File: src/design/assert_macros.svh
// Assertion macros for the checked RTL; the top-level file includes them.
// No dependencies.
`ifndef ASSERT_MACROS_SVH
`define ASSERT_MACROS_SVH

// Antecedent in a cycle implies consequent in the same cycle.
`define ASSERT_SAME(lbl, clk, rst_n, ante, cons, msg) \
    lbl: assert property (@(posedge clk) disable iff (!rst_n) (ante) |-> (cons)) \
        else $error(msg);

// Antecedent in a cycle implies consequent in the next cycle.
`define ASSERT_NEXT(lbl, clk, rst_n, ante, cons, msg) \
    lbl: assert property (@(posedge clk) disable iff (!rst_n) (ante) |=> (cons)) \
        else $error(msg);

`endif

File: src/design/ttf_pkg.sv
// Package of the text to 32.32 fixed-point parser: types, sizes, power-of-ten table.
// No dependencies.
`timescale 1ns / 1ps
`default_nettype none

package ttf_pkg;

    localparam int unsigned MAX_FRACTION_DIGITS = 9;
    localparam int unsigned HEX_DIGITS          = 8;
    localparam int unsigned DIV_STEPS           = 32;
    localparam int unsigned QUEUE_DEPTH         = 2;
    localparam int unsigned QPTR_W              = $clog2(QUEUE_DEPTH);
    localparam int unsigned STEP_W              = $clog2(DIV_STEPS);

    typedef enum logic [3:0] {
        PH_START,
        PH_LEAD,
        PH_MINUS,
        PH_PLUS,
        PH_INT,
        PH_FRAC,
        PH_ZERO,
        PH_HEX_SP,
        PH_HEX_INT,
        PH_HEX_POINT,
        PH_HEX_FRAC,
        PH_HEX_END,
        PH_DONE
    } t_phase;

    typedef enum logic [1:0] {
        B_IDLE,
        B_DIV,
        B_RND,
        B_NEG
    } t_bstate;

    typedef logic [3:0]  t_fcnt;
    typedef logic [29:0] t_pow;

    typedef struct packed {
        logic        err;
        logic        neg;
        logic        dec;
        t_fcnt       fcnt;
        logic [31:0] int_val;
        logic [31:0] frac_val;
    } t_job;

    typedef struct packed {
        logic full;
        logic empty;
    } t_qstat;

    function automatic t_pow pow_ten(input t_fcnt n);
        t_pow v;
        unique case (n)
            4'd1:    v = 30'd10;
            4'd2:    v = 30'd100;
            4'd3:    v = 30'd1000;
            4'd4:    v = 30'd10000;
            4'd5:    v = 30'd100000;
            4'd6:    v = 30'd1000000;
            4'd7:    v = 30'd10000000;
            4'd8:    v = 30'd100000000;
            4'd9:    v = 30'd1000000000;
            default: v = 30'd1;
        endcase
        return v;
    endfunction

endpackage

`default_nettype wire

File: src/design/ttf_front.sv
// Front end: takes one byte per transfer, runs the parse state machine,
// pushes a finished job on the last byte. Depends on ttf_pkg.
`timescale 1ns / 1ps
`default_nettype none

module ttf_front (
    input  logic           i_clk,
    input  logic           i_rst_n,
    input  logic           i_valid,
    output logic           o_stall,
    input  logic [7:0]     i_ch,
    input  logic           i_last_char,
    input  ttf_pkg::t_qstat i_qstat,
    output logic           o_push,
    output ttf_pkg::t_job  o_job
);
    import ttf_pkg::*;

    localparam logic [7:0] CH_NUL   = 8'h00;
    localparam logic [7:0] CH_TAB   = 8'h09;
    localparam logic [7:0] CH_CR    = 8'h0D;
    localparam logic [7:0] CH_SPACE = 8'h20;
    localparam logic [7:0] CH_PLUS  = 8'h2B;
    localparam logic [7:0] CH_MINUS = 8'h2D;
    localparam logic [7:0] CH_DOT   = 8'h2E;
    localparam logic [7:0] CH_D0    = 8'h30;
    localparam logic [7:0] CH_D9    = 8'h39;
    localparam logic [7:0] CH_UA    = 8'h41;
    localparam logic [7:0] CH_UF    = 8'h46;
    localparam logic [7:0] CH_UX    = 8'h58;
    localparam logic [7:0] CH_LA    = 8'h61;
    localparam logic [7:0] CH_LF    = 8'h66;
    localparam logic [7:0] CH_LX    = 8'h78;

    t_phase      r_phase, n_phase;
    logic        r_neg, n_neg;
    logic        r_err, n_err;
    logic        r_dec, n_dec;
    logic [31:0] r_int, n_int;
    logic [31:0] r_frac, n_frac;
    t_fcnt       r_fcnt, n_fcnt;
    logic [3:0]  r_hcnt, n_hcnt;

    logic        accept;
    logic        c_ws, c_dec, c_term, c_hex;
    logic [3:0]  c_hval;
    logic        cont, go_hex_int, go_hex_frac;
    logic        fin_err, fin_dec;

    assign accept  = i_valid && !o_stall;
    assign o_stall = i_qstat.full;

    always_comb begin
        c_ws   = (i_ch == CH_SPACE) || (i_ch >= CH_TAB && i_ch <= CH_CR);
        c_dec  = (i_ch >= CH_D0) && (i_ch <= CH_D9);
        c_term = (i_ch == CH_NUL) || c_ws;
        c_hex  = 1'b1;
        c_hval = i_ch[3:0];
        if (c_dec) begin
            c_hval = i_ch[3:0];
        end else if ((i_ch >= CH_LA && i_ch <= CH_LF) || (i_ch >= CH_UA && i_ch <= CH_UF)) begin
            c_hval = i_ch[3:0] + 4'd9;
        end else begin
            c_hex = 1'b0;
        end
    end

    // One byte through the parse rules.
    always_comb begin
        n_phase     = r_phase;
        n_neg       = r_neg;
        n_err       = r_err;
        n_dec       = r_dec;
        n_int       = r_int;
        n_frac      = r_frac;
        n_fcnt      = r_fcnt;
        n_hcnt      = r_hcnt;
        cont        = 1'b1;
        go_hex_int  = 1'b0;
        go_hex_frac = 1'b0;

        if (n_phase == PH_DONE) begin
            cont = 1'b0;
        end
        if (cont && n_phase == PH_START) begin
            if (i_ch == CH_D0) begin
                n_phase = PH_ZERO;
                cont    = 1'b0;
            end else begin
                n_phase = PH_LEAD;
            end
        end
        if (cont && n_phase == PH_ZERO) begin
            if (i_ch == CH_LX || i_ch == CH_UX) begin
                n_phase = PH_HEX_SP;
                cont    = 1'b0;
            end else begin
                n_phase = PH_INT;
            end
        end
        if (cont && n_phase == PH_LEAD) begin
            if (c_ws) begin
                cont = 1'b0;
            end else if (i_ch == CH_MINUS) begin
                n_neg   = 1'b1;
                n_phase = PH_MINUS;
                cont    = 1'b0;
            end else if (i_ch == CH_PLUS) begin
                n_phase = PH_PLUS;
                cont    = 1'b0;
            end
        end else if (cont && n_phase == PH_MINUS) begin
            if (i_ch == CH_PLUS) begin
                n_phase = PH_PLUS;
                cont    = 1'b0;
            end
        end
        if (cont && (n_phase == PH_LEAD || n_phase == PH_MINUS || n_phase == PH_PLUS)) begin
            if (c_dec) begin
                n_phase = PH_INT;
            end else if (i_ch == CH_DOT) begin
                n_phase = PH_FRAC;
                cont    = 1'b0;
            end else begin
                n_err   = 1'b1;
                n_phase = PH_DONE;
                cont    = 1'b0;
            end
        end
        if (cont) begin
            unique case (n_phase)
                PH_INT: begin
                    if (c_dec) begin
                        n_int = {r_int[28:0], 3'b000} + {r_int[30:0], 1'b0} + {28'd0, i_ch[3:0]};
                    end else if (i_ch == CH_DOT) begin
                        n_phase = PH_FRAC;
                    end else if (c_term) begin
                        n_dec   = 1'b1;
                        n_phase = PH_DONE;
                    end else begin
                        n_err   = 1'b1;
                        n_phase = PH_DONE;
                    end
                end
                PH_FRAC: begin
                    if (c_dec) begin
                        if (r_fcnt < t_fcnt'(MAX_FRACTION_DIGITS)) begin
                            n_frac = {r_frac[28:0], 3'b000} + {r_frac[30:0], 1'b0}
                                   + {28'd0, i_ch[3:0]};
                            n_fcnt = r_fcnt + t_fcnt'(1);
                        end
                    end else if (c_term) begin
                        n_dec   = 1'b1;
                        n_phase = PH_DONE;
                    end else begin
                        n_err   = 1'b1;
                        n_phase = PH_DONE;
                    end
                end
                PH_HEX_SP: begin
                    if (!c_ws) begin
                        n_phase    = PH_HEX_INT;
                        go_hex_int = 1'b1;
                    end
                end
                PH_HEX_INT: begin
                    go_hex_int = 1'b1;
                end
                PH_HEX_POINT: begin
                    n_phase = PH_HEX_FRAC;
                    if (i_ch != CH_DOT) begin
                        go_hex_frac = 1'b1;
                    end
                end
                PH_HEX_FRAC: begin
                    go_hex_frac = 1'b1;
                end
                PH_HEX_END: begin
                    if (c_term) begin
                        n_phase = PH_DONE;
                    end else begin
                        n_err   = 1'b1;
                        n_phase = PH_DONE;
                    end
                end
                default: begin
                    n_err   = 1'b1;
                    n_phase = PH_DONE;
                end
            endcase
        end
        if (go_hex_int || go_hex_frac) begin
            if (!c_hex) begin
                n_err   = 1'b1;
                n_phase = PH_DONE;
            end else begin
                n_hcnt = r_hcnt + 4'd1;
                if (go_hex_int) begin
                    n_int = {r_int[27:0], c_hval};
                    if (n_hcnt >= 4'(HEX_DIGITS)) begin
                        n_hcnt  = 4'd0;
                        n_phase = PH_HEX_POINT;
                    end
                end else begin
                    n_frac = {r_frac[27:0], c_hval};
                    if (n_hcnt >= 4'(HEX_DIGITS)) begin
                        n_phase = PH_HEX_END;
                    end
                end
            end
        end
    end

    // End of string acts as a NUL after the last byte.
    always_comb begin
        fin_err = n_err;
        fin_dec = n_dec;
        unique case (n_phase)
            PH_ZERO, PH_INT, PH_FRAC: fin_dec = 1'b1;
            PH_HEX_END, PH_DONE:      fin_dec = n_dec;
            default:                  fin_err = 1'b1;
        endcase
    end

    assign o_push         = accept && i_last_char;
    assign o_job.err      = fin_err;
    assign o_job.neg      = n_neg;
    assign o_job.dec      = fin_dec;
    assign o_job.fcnt     = n_fcnt;
    assign o_job.int_val  = n_int;
    assign o_job.frac_val = n_frac;

    always_ff @(posedge i_clk) begin
        if (!i_rst_n || (accept && i_last_char)) begin
            r_phase <= PH_START;
            r_neg   <= 1'b0;
            r_err   <= 1'b0;
            r_dec   <= 1'b0;
            r_int   <= '0;
            r_frac  <= '0;
            r_fcnt  <= '0;
            r_hcnt  <= '0;
        end else if (accept) begin
            r_phase <= n_phase;
            r_neg   <= n_neg;
            r_err   <= n_err;
            r_dec   <= n_dec;
            r_int   <= n_int;
            r_frac  <= n_frac;
            r_fcnt  <= n_fcnt;
            r_hcnt  <= n_hcnt;
        end
    end

endmodule

`default_nettype wire

File: src/design/ttf_queue.sv
// Short job queue between the parse front end and the conversion back end.
// Depends on ttf_pkg.
`timescale 1ns / 1ps
`default_nettype none

module ttf_queue (
    input  logic            i_clk,
    input  logic            i_rst_n,
    input  logic            i_push,
    input  ttf_pkg::t_job   i_job,
    input  logic            i_pop,
    output ttf_pkg::t_job   o_job,
    output ttf_pkg::t_qstat o_qstat
);
    import ttf_pkg::*;

    t_job              r_mem [QUEUE_DEPTH];
    logic [QPTR_W-1:0] r_wr, r_rd;
    logic [QPTR_W:0]   r_count;

    assign o_job         = r_mem[r_rd];
    assign o_qstat.full  = (r_count == (QPTR_W + 1)'(QUEUE_DEPTH));
    assign o_qstat.empty = (r_count == '0);

    always_ff @(posedge i_clk) begin
        if (i_push) begin
            r_mem[r_wr] <= i_job;
        end
    end

    always_ff @(posedge i_clk) begin
        if (!i_rst_n) begin
            r_wr    <= '0;
            r_rd    <= '0;
            r_count <= '0;
        end else begin
            if (i_push) begin
                r_wr <= r_wr + QPTR_W'(1);
            end
            if (i_pop) begin
                r_rd <= r_rd + QPTR_W'(1);
            end
            if (i_push && !i_pop) begin
                r_count <= r_count + (QPTR_W + 1)'(1);
            end else if (i_pop && !i_push) begin
                r_count <= r_count - (QPTR_W + 1)'(1);
            end
        end
    end

endmodule

`default_nettype wire

File: src/design/ttf_back.sv
// Back end: restoring fraction division, rounding, sign, output register.
// Depends on ttf_pkg.
`timescale 1ns / 1ps
`default_nettype none

module ttf_back (
    input  logic            i_clk,
    input  logic            i_rst_n,
    input  ttf_pkg::t_qstat i_qstat,
    input  ttf_pkg::t_job   i_job,
    output logic            o_pop,
    output logic            o_valid,
    input  logic            i_stall,
    output logic            o_status,
    output logic [31:0]     o_integer_part,
    output logic [31:0]     o_fraction_part
);
    import ttf_pkg::*;

    t_bstate           r_state, n_state;
    logic              r_err, n_err;
    logic              r_neg, n_neg;
    logic              r_dec, n_dec;
    logic [31:0]       r_int, n_int;
    logic [31:0]       r_frac, n_frac;
    logic [29:0]       r_rem, n_rem;
    logic [31:0]       r_q, n_q;
    t_pow              r_tf, n_tf;
    logic [STEP_W-1:0] r_step, n_step;

    logic              r_ovalid;
    logic              r_ostatus;
    logic [31:0]       r_oint, r_ofrac;

    logic              job_div, last_step, out_free, load_out;
    logic [30:0]       w_shift, w_sub;
    logic              w_ge, w_round;
    logic [63:0]       w_negv;

    assign job_div   = !i_job.err && i_job.dec && (i_job.fcnt != '0);
    assign last_step = (r_step == STEP_W'(DIV_STEPS - 1));
    assign out_free  = !r_ovalid || !i_stall;
    assign o_pop     = (r_state == B_IDLE) && !i_qstat.empty;
    assign load_out  = (r_state == B_NEG) && out_free;

    assign w_shift = {r_rem, 1'b0};
    assign w_ge    = (w_shift >= {1'b0, r_tf});
    assign w_sub   = w_shift - {1'b0, r_tf};
    assign w_round = (w_shift > {1'b0, r_tf});
    assign w_negv  = ~{r_int, r_frac} + 64'd1;

    always_comb begin
        n_state = r_state;
        unique case (r_state)
            B_IDLE: begin
                if (!i_qstat.empty) begin
                    n_state = job_div ? B_DIV : B_NEG;
                end
            end
            B_DIV: begin
                if (last_step) begin
                    n_state = B_RND;
                end
            end
            B_RND: n_state = B_NEG;
            B_NEG: begin
                if (out_free) begin
                    n_state = B_IDLE;
                end
            end
            default: n_state = B_IDLE;
        endcase
    end

    always_comb begin
        n_err  = r_err;
        n_neg  = r_neg;
        n_dec  = r_dec;
        n_int  = r_int;
        n_frac = r_frac;
        n_rem  = r_rem;
        n_q    = r_q;
        n_tf   = r_tf;
        n_step = r_step;
        unique case (r_state)
            B_IDLE: begin
                n_err  = i_job.err;
                n_neg  = i_job.neg;
                n_dec  = i_job.dec;
                n_int  = i_job.int_val;
                n_frac = i_job.frac_val;
                n_rem  = i_job.frac_val[29:0];
                n_q    = '0;
                n_tf   = pow_ten(i_job.fcnt);
                n_step = '0;
            end
            B_DIV: begin
                n_rem  = w_ge ? w_sub[29:0] : w_shift[29:0];
                n_q    = {r_q[30:0], w_ge};
                n_step = r_step + STEP_W'(1);
            end
            B_RND: begin
                n_frac = r_q + {31'd0, w_round};
            end
            B_NEG: begin
                n_err = r_err;
            end
            default: n_err = r_err;
        endcase
    end

    always_ff @(posedge i_clk) begin
        if (!i_rst_n) begin
            r_state <= B_IDLE;
        end else begin
            r_state <= n_state;
        end
    end

    always_ff @(posedge i_clk) begin
        r_err  <= n_err;
        r_neg  <= n_neg;
        r_dec  <= n_dec;
        r_int  <= n_int;
        r_frac <= n_frac;
        r_rem  <= n_rem;
        r_q    <= n_q;
        r_tf   <= n_tf;
        r_step <= n_step;
    end

    always_ff @(posedge i_clk) begin
        if (!i_rst_n) begin
            r_ovalid <= 1'b0;
        end else if (load_out) begin
            r_ovalid <= 1'b1;
        end else if (!i_stall) begin
            r_ovalid <= 1'b0;
        end
    end

    always_ff @(posedge i_clk) begin
        if (load_out) begin
            r_ostatus <= r_err;
            if (r_err) begin
                r_oint  <= '0;
                r_ofrac <= '0;
            end else if (r_dec && r_neg) begin
                r_oint  <= w_negv[63:32];
                r_ofrac <= w_negv[31:0];
            end else begin
                r_oint  <= r_int;
                r_ofrac <= r_frac;
            end
        end
    end

    assign o_valid         = r_ovalid;
    assign o_status        = r_ostatus;
    assign o_integer_part  = r_oint;
    assign o_fraction_part = r_ofrac;

endmodule

`default_nettype wire

File: src/design/text_to_fixed_32_32_parser.sv
// Text to 32.32 fixed-point parser, top level.
// Depends on ttf_pkg, ttf_front, ttf_queue, ttf_back and assert_macros.svh.
//
// Input channel: one ASCII byte (i_ch) per transfer, i_last_char marks the
// final byte of a string. Bytes are taken one per cycle; o_stall rises only
// while the two-entry job queue is full.
// Output channel: one result per string, o_status (1 = syntax error, value
// zero) with o_integer_part and o_fraction_part.
// After the last byte a job goes through the queue, then the back-end states
// B_IDLE and B_NEG and the output register; when a decimal fraction is
// present, the 32-step restoring divider (B_DIV) and B_RND come before B_NEG.
// Throughput: the front end takes a byte every cycle while o_stall is low;
// the back end handles one string at a time and pops the next job only in
// B_IDLE, so short decimal strings with fractions are held up by the divider.
// Reset (synchronous, active low) empties the queue, drops any pending
// result and returns the parser to the first byte of a string.
// While i_stall is high the result is held and the back end waits before
// loading the next one; the front end keeps taking bytes until the queue fills.
`timescale 1ns / 1ps
`default_nettype none
`include "assert_macros.svh"

module text_to_fixed_32_32_parser (
    input  logic        i_clk,
    input  logic        i_rst_n,
    input  logic        i_valid,
    output logic        o_stall,
    input  logic [7:0]  i_ch,
    input  logic        i_last_char,
    output logic        o_valid,
    input  logic        i_stall,
    output logic        o_status,
    output logic [31:0] o_integer_part,
    output logic [31:0] o_fraction_part
);
    import ttf_pkg::*;

    t_qstat qstat;
    t_job   push_job, pop_job;
    logic   push, pop;

    ttf_front u_front (
        .i_clk       (i_clk),
        .i_rst_n     (i_rst_n),
        .i_valid     (i_valid),
        .o_stall     (o_stall),
        .i_ch        (i_ch),
        .i_last_char (i_last_char),
        .i_qstat     (qstat),
        .o_push      (push),
        .o_job       (push_job)
    );

    ttf_queue u_queue (
        .i_clk   (i_clk),
        .i_rst_n (i_rst_n),
        .i_push  (push),
        .i_job   (push_job),
        .i_pop   (pop),
        .o_job   (pop_job),
        .o_qstat (qstat)
    );

    ttf_back u_back (
        .i_clk           (i_clk),
        .i_rst_n         (i_rst_n),
        .i_qstat         (qstat),
        .i_job           (pop_job),
        .o_pop           (pop),
        .o_valid         (o_valid),
        .i_stall         (i_stall),
        .o_status        (o_status),
        .o_integer_part  (o_integer_part),
        .o_fraction_part (o_fraction_part)
    );

    `ASSERT_SAME(a_no_push_full, i_clk, i_rst_n, push, !qstat.full, "push into full queue")
    `ASSERT_SAME(a_no_pop_empty, i_clk, i_rst_n, pop, !qstat.empty, "pop from empty queue")
    `ASSERT_SAME(a_err_zero, i_clk, i_rst_n, o_valid && o_status,
        (o_integer_part == 32'd0) && (o_fraction_part == 32'd0), "error result carries a value")
    `ASSERT_NEXT(a_pop_busy, i_clk, i_rst_n, pop, !pop, "back end popped twice in a row")

endmodule

`default_nettype wire
File: config.mk
export PLATFORM = sky130hd
export DESIGN_NAME = text_to_fixed_32_32_parser
export DESIGN_NICKNAME = d
export VERILOG_FILES = /design/src/design/ttf_pkg.sv /design/src/design/ttf_front.sv /design/src/design/ttf_queue.sv /design/src/design/ttf_back.sv /design/src/design/text_to_fixed_32_32_parser.sv
export VERILOG_INCLUDE_DIRS = /design/src /design/src/design
export SDC_FILE = /design/constraint.sdc
export NUM_CORES = 1
export LEC_CHECK = 0
export BUFFER_PORTS_ARGS = -buffer_cell sky130_fd_sc_hd__buf_4
export CORE_MARGIN = 8
export CORE_UTILIZATION = 65
export CTS_BUF_LIST = sky130_fd_sc_hd__clkbuf_4
export CTS_CLUSTER_DIAMETER = 80
export DETAILED_ROUTE_END_ITERATION = 12
export PLACE_DENSITY = 0.9
export SETUP_SLACK_MARGIN = 0.3
export SLEW_MARGIN = 20
export SYNTH_ARGS = -nofsm -noshare
export SYNTH_HDL_FRONTEND = slang
export SYNTH_SLANG_ARGS = --single-unit
File: constraint.sdc
create_clock -name i_clk -period 12 [get_ports i_clk]
set_input_delay 2.4 -clock i_clk [delete_from_list [all_inputs] [get_ports i_clk]]
set_output_delay 2.4 -clock i_clk [all_outputs]
set_load 0.1 [all_outputs]
==> summary.md <==
| Metric | Value |
|---|---|
| Status | finished clean |
| Delay-heaviest family, CP | compound AO/OA/AOI/OAI gates |
| Area occupied by multi-input gates | 13,000 um^2 |
| Setup CP Type | input port to register |
| Tot Pwr | roughly 0.0066 W |
| Fin crit period | roughly 5400 ps |
| Top-area cell type share of the netlist area | between 40% and 50% |
| CTS tree | yes |
| Core ar. | 39,800 um^2 |
| Flop pwr share | around two fifths |
| Routed len/inst | between 20 and 25 um |
| # hold bufs at CTS | 0 |
| RSZ-0062 raised after global routing | false |
| Aggregate global-route resource usage | roughly 28% |
| Final hold viol count | 0 |
| Via count | about 21,000 |
| Initial antenna violation count | 4 |
| 1st-iter DRT viols | about 2,700 |
| Ys async rst share | 0% |
| CTS resizes | 0 |
| Std-Cell Rows | 73 |
| CP cell instances | buf_4 > inv_1 > ha_1 > a21oi_1 > o211ai_1 > a211o_1 > a21oi_2 > a21o_1 > nand4_2 > a21oi_2 > o221ai_1 > a21oi_1 |
| Reg area | approximately 13,000 um^2 |
| Syn_area_per_cell | about 10 um^2 |
| Slew margin rel. | 27.5% |
| Sw frac | between 40% and 50% |
| Most frequent cells in the layout | edfxtp_1 (364), nor2_1 (274), nand2_1 (225) |
| Setup slack, reg-to-reg | slightly below 7000 ps |
| Area grow syn2layout | 9.45% |
| Logic pwr share | between 40% and 50% |
| Mux share of post-synthesis cell area | under 10% |
| Crit Path Max Fanout | 34 |
| Synth Area in XOR/XNOR | under 10% |
| Number of synthesized flops with an enable pin | around 360 |
| Max Cap Viol | 0 |
| Clock share of power | about a fifth |
| Critical path data arrival time | approximately 6200 ps |
| Power per standard cell area | 230 nW/um^2 |
| Slew @ Worst Pin | roughly 1100 ps |
| Setup violations, final | 0 |
| Share of cells above drive strength 1 | between 10% and 20% |
| Final wirelength | between 60,000 and 70,000 um |
| Pins Over Slew Limit | 0 |
| Number of buffers added on ports | 79 |
| Vias per inst | 6.50 |
| Commonest non-fill, non-tap cell in the layout | edfxtp_1 |
| DRC viols | 0 |
| Post-layout net count | around 2,800 |
| Largest family of logic cells by synthesized area | compound AO/OA/AOI/OAI gates |
| Largest cells by area after synthesis | edfxtp_1 (42%), ha_1 (8.0%), dfxtp_1 (6.6%) |
| Die area | roughly 47,000 um^2 |
| Yosys reg bits | ~450 |
| VDD IR max | 0.172 mV |
| First-pass GRT wire length | around 110,000 um |
| Initial Utilization | about two thirds |
| Compound-cell area share of the yosys netlist | 16.2% |
| Fin Clk Skew | 36.2 ps |
| Tcrit/Tclk final | 45.1% |
| Register area share after synthesis | between 40% and 50% |
| Pre-Repair DR Iteration Count | 8 |
| Fill count | 2,677 |
| Worst setup EP type | register |
| GPL Wtd Cong | between 0.9 and 1 |
| Final HPWL DP | approximately 47,000 um |
| Max stage delay cell, worst path | nand4_2 |
| Final setup TNS | 0 ps |
| Synth Net Count | about 2,700 |
| Die X-Extent | ~220 um |
| Leakage | 11.6 nW |
| Syn. warnings | 0 |
| Die H | ~220 um |
| Sw Pwr | between 0.002 and 0.003 W |
| Internal | slightly below 0.004 W |
| Number of routed nets with antenna violations | 0 |
| Reg2Reg Depth | 19 |
| HP Class | register to register |
| CTS buffer count | between 100 and 150 |
| Mapped Cells | between 2,000 and 3,000 |
| Mapped cell area | 26,300 um^2 |
| Hold EP | u_front.r_neg |
| I/O Pins | 80 |
| Postcts setup bufs | 0 |
| Buf/Inv on CP | 2 |
| Synth Area in Adders | 8.42% |
| Worst-path clk slew | ~70 ps |
| Gr ovfl total | 0 |
| FF-to-FF Start | u_back.r_tf[28] |
| CTS sink count | 451 |
| Worst Min Path Start | u_front.r_neg |
| Max clock buf depth | 3 |
| Dominant cell type by area after synthesis | edfxtp_1 |
| Reg2reg end | u_back.r_frac[30] |
| Fmax | about 180 MHz |
| Startpoint types | input port |
| Required @ worst endpoint | approximately 13,000 ps |
| Main synth FF type | edfxtp_1 |
| H-tree depth | 3 |
| Synth Area in Simple Gates | 14.7% |
| Clock root cell | clkbuf_4 |
| Worst path max stage delay | ~800 ps |
| Synth cell types | 87 |
| Vias in the first global route | slightly above 20,000 |
| Worst skew pair latency | around 850 ps |
| Largest net degree at the start of global routing | 73 |
| Worst Hold Path Cells | 2 |
stage by stage:
| step | instance area (um^2) | setup WS, ps | util, % | std cells | hold slack [ps] |
|---|---|---|---|---|---|
| finish | 28800 | 6590 | 72.2 | 3256 | 481 |
| global route | 28800 | 6400 | 72.2 | 3254 | 509 |
| CTS | 28700 | 6710 | 72.2 | 3250 | 479 |
| detailed placement | 27300 | 5860 | 68.6 | 3048 | 464 |
| global placement | 27300 | 5940 | 68.6 | 3048 | 447 |
| floorplan | 26300 | 4270 | - | 2530 | 424 |
cell families after synthesis:
group | Yosys count
multiplexers | 101
XOR/XNOR | 167
buffers and inverters | 178
adder cells (fa/ha/maj) | 174
flip-flops | 451
AND/OR/NAND/NOR | 812
AO/OA/AOI/OAI | 647
cell type report:
type,count,area share (%)
multi-input combinational,1901,45.1
sequential,451,44.0
clock buffer,173,4.51
timing repair buffer,99,2.58
tap,525,2.28
inverter,72,0.939
clock inverter,29,0.500
antenna,6,0.0522
registers in the layout, summed over array words and instances, names as in the netlist, 2 cells and up, named ones only:
| name | count |
|---|---|
| u_back.o_fraction_part | 32 |
| u_back.o_integer_part | 32 |
| u_back.r_frac | 32 |
| u_back.r_int | 32 |
| u_back.r_q | 32 |
| u_back.r_rem | 30 |
| u_back.r_state | 2 |
| u_back.r_step | 5 |
| u_back.r_tf | 23 |
| u_front.r_fcnt | 4 |
| u_front.r_frac | 32 |
| u_front.r_hcnt | 4 |
| u_front.r_int | 32 |
| u_front.r_phase | 4 |
| u_queue.r_count | 2 |
| u_queue.r_mem | 142 |
worst max-delay path by stage:
stage                     cells past startpoint  startpoint                   endpoint
after floorplan                               1     i_stall  u_back.o_fraction_part[0]
after global placement                       12     i_ch[1]          u_front.r_int[30]
after detailed placement                     12     i_ch[1]          u_front.r_int[30]
after CTS                                    12     i_ch[1]          u_front.r_int[30]
after global routing                         12     i_ch[0]          u_front.r_int[28]
final                                        12     i_ch[0]          u_front.r_int[28]
cell usage after synthesis, drive strengths merged (24+ instances only):
cell,number
o21ai,117
o21a,28
buf,34
nand4,24
ha,169
xor2,81
nor3,45
nand2,226
a21o,46
inv,71
a32o,29
mux2i,31
dfxtp,87
a31oi,66
mux2,70
nor2,278
xnor2,86
and3,25
a21oi,185
and2,48
edfxtp,364
clkbuf,72
nand3,50
power by group through the flow:
stage / Clock, W / Sequential [W] / Combinational [W]
finish: 0.00130 / 0.00252 / 0.00278
global route: 0.00140 / 0.00255 / 0.00301
CTS: 0.00132 / 0.00251 / 0.00273
detailed placement: 0 / 0.00254 / 0.00270
global placement: 0 / 0.00251 / 0.00261
floorplan: 0 / 0.00265 / 0.00188
per-layer routing:
| layer | routed length (um) | share of wire [%] | global-route usage [%] | up-vias |
|---|---|---|---|---|
| met5 | 0 | 0 | 0 | - |
| li1 | - | - | - | 9708 |
| met2 | 31600 | 46 | 45.7 | 1210 |
| met3 | 6860 | 10 | 6.64 | 249 |
| met1 | 26500 | 39 | 35.5 | 9986 |
| met4 | 3620 | 5.3 | 15.1 | 0 |
worst register-to-register path: stages (launching register included):
cell	delay, ps
edfxtp_1	360
inv_1	240
ha_1	260
nand4_1	170
nor2b_1	190
nand3_1	90
o21ai_0	580
a31oi_2	300
o21ai_0	470
a21oi_1	140
a21oi_1	250
ha_1	230
ha_1	190
and2_1	280
nand4_1	210
nor2_1	380
nand3_1	210
nor2_1	170
xnor2_1	130
a21oi_1	120
(Power assumes the default switching activity.)
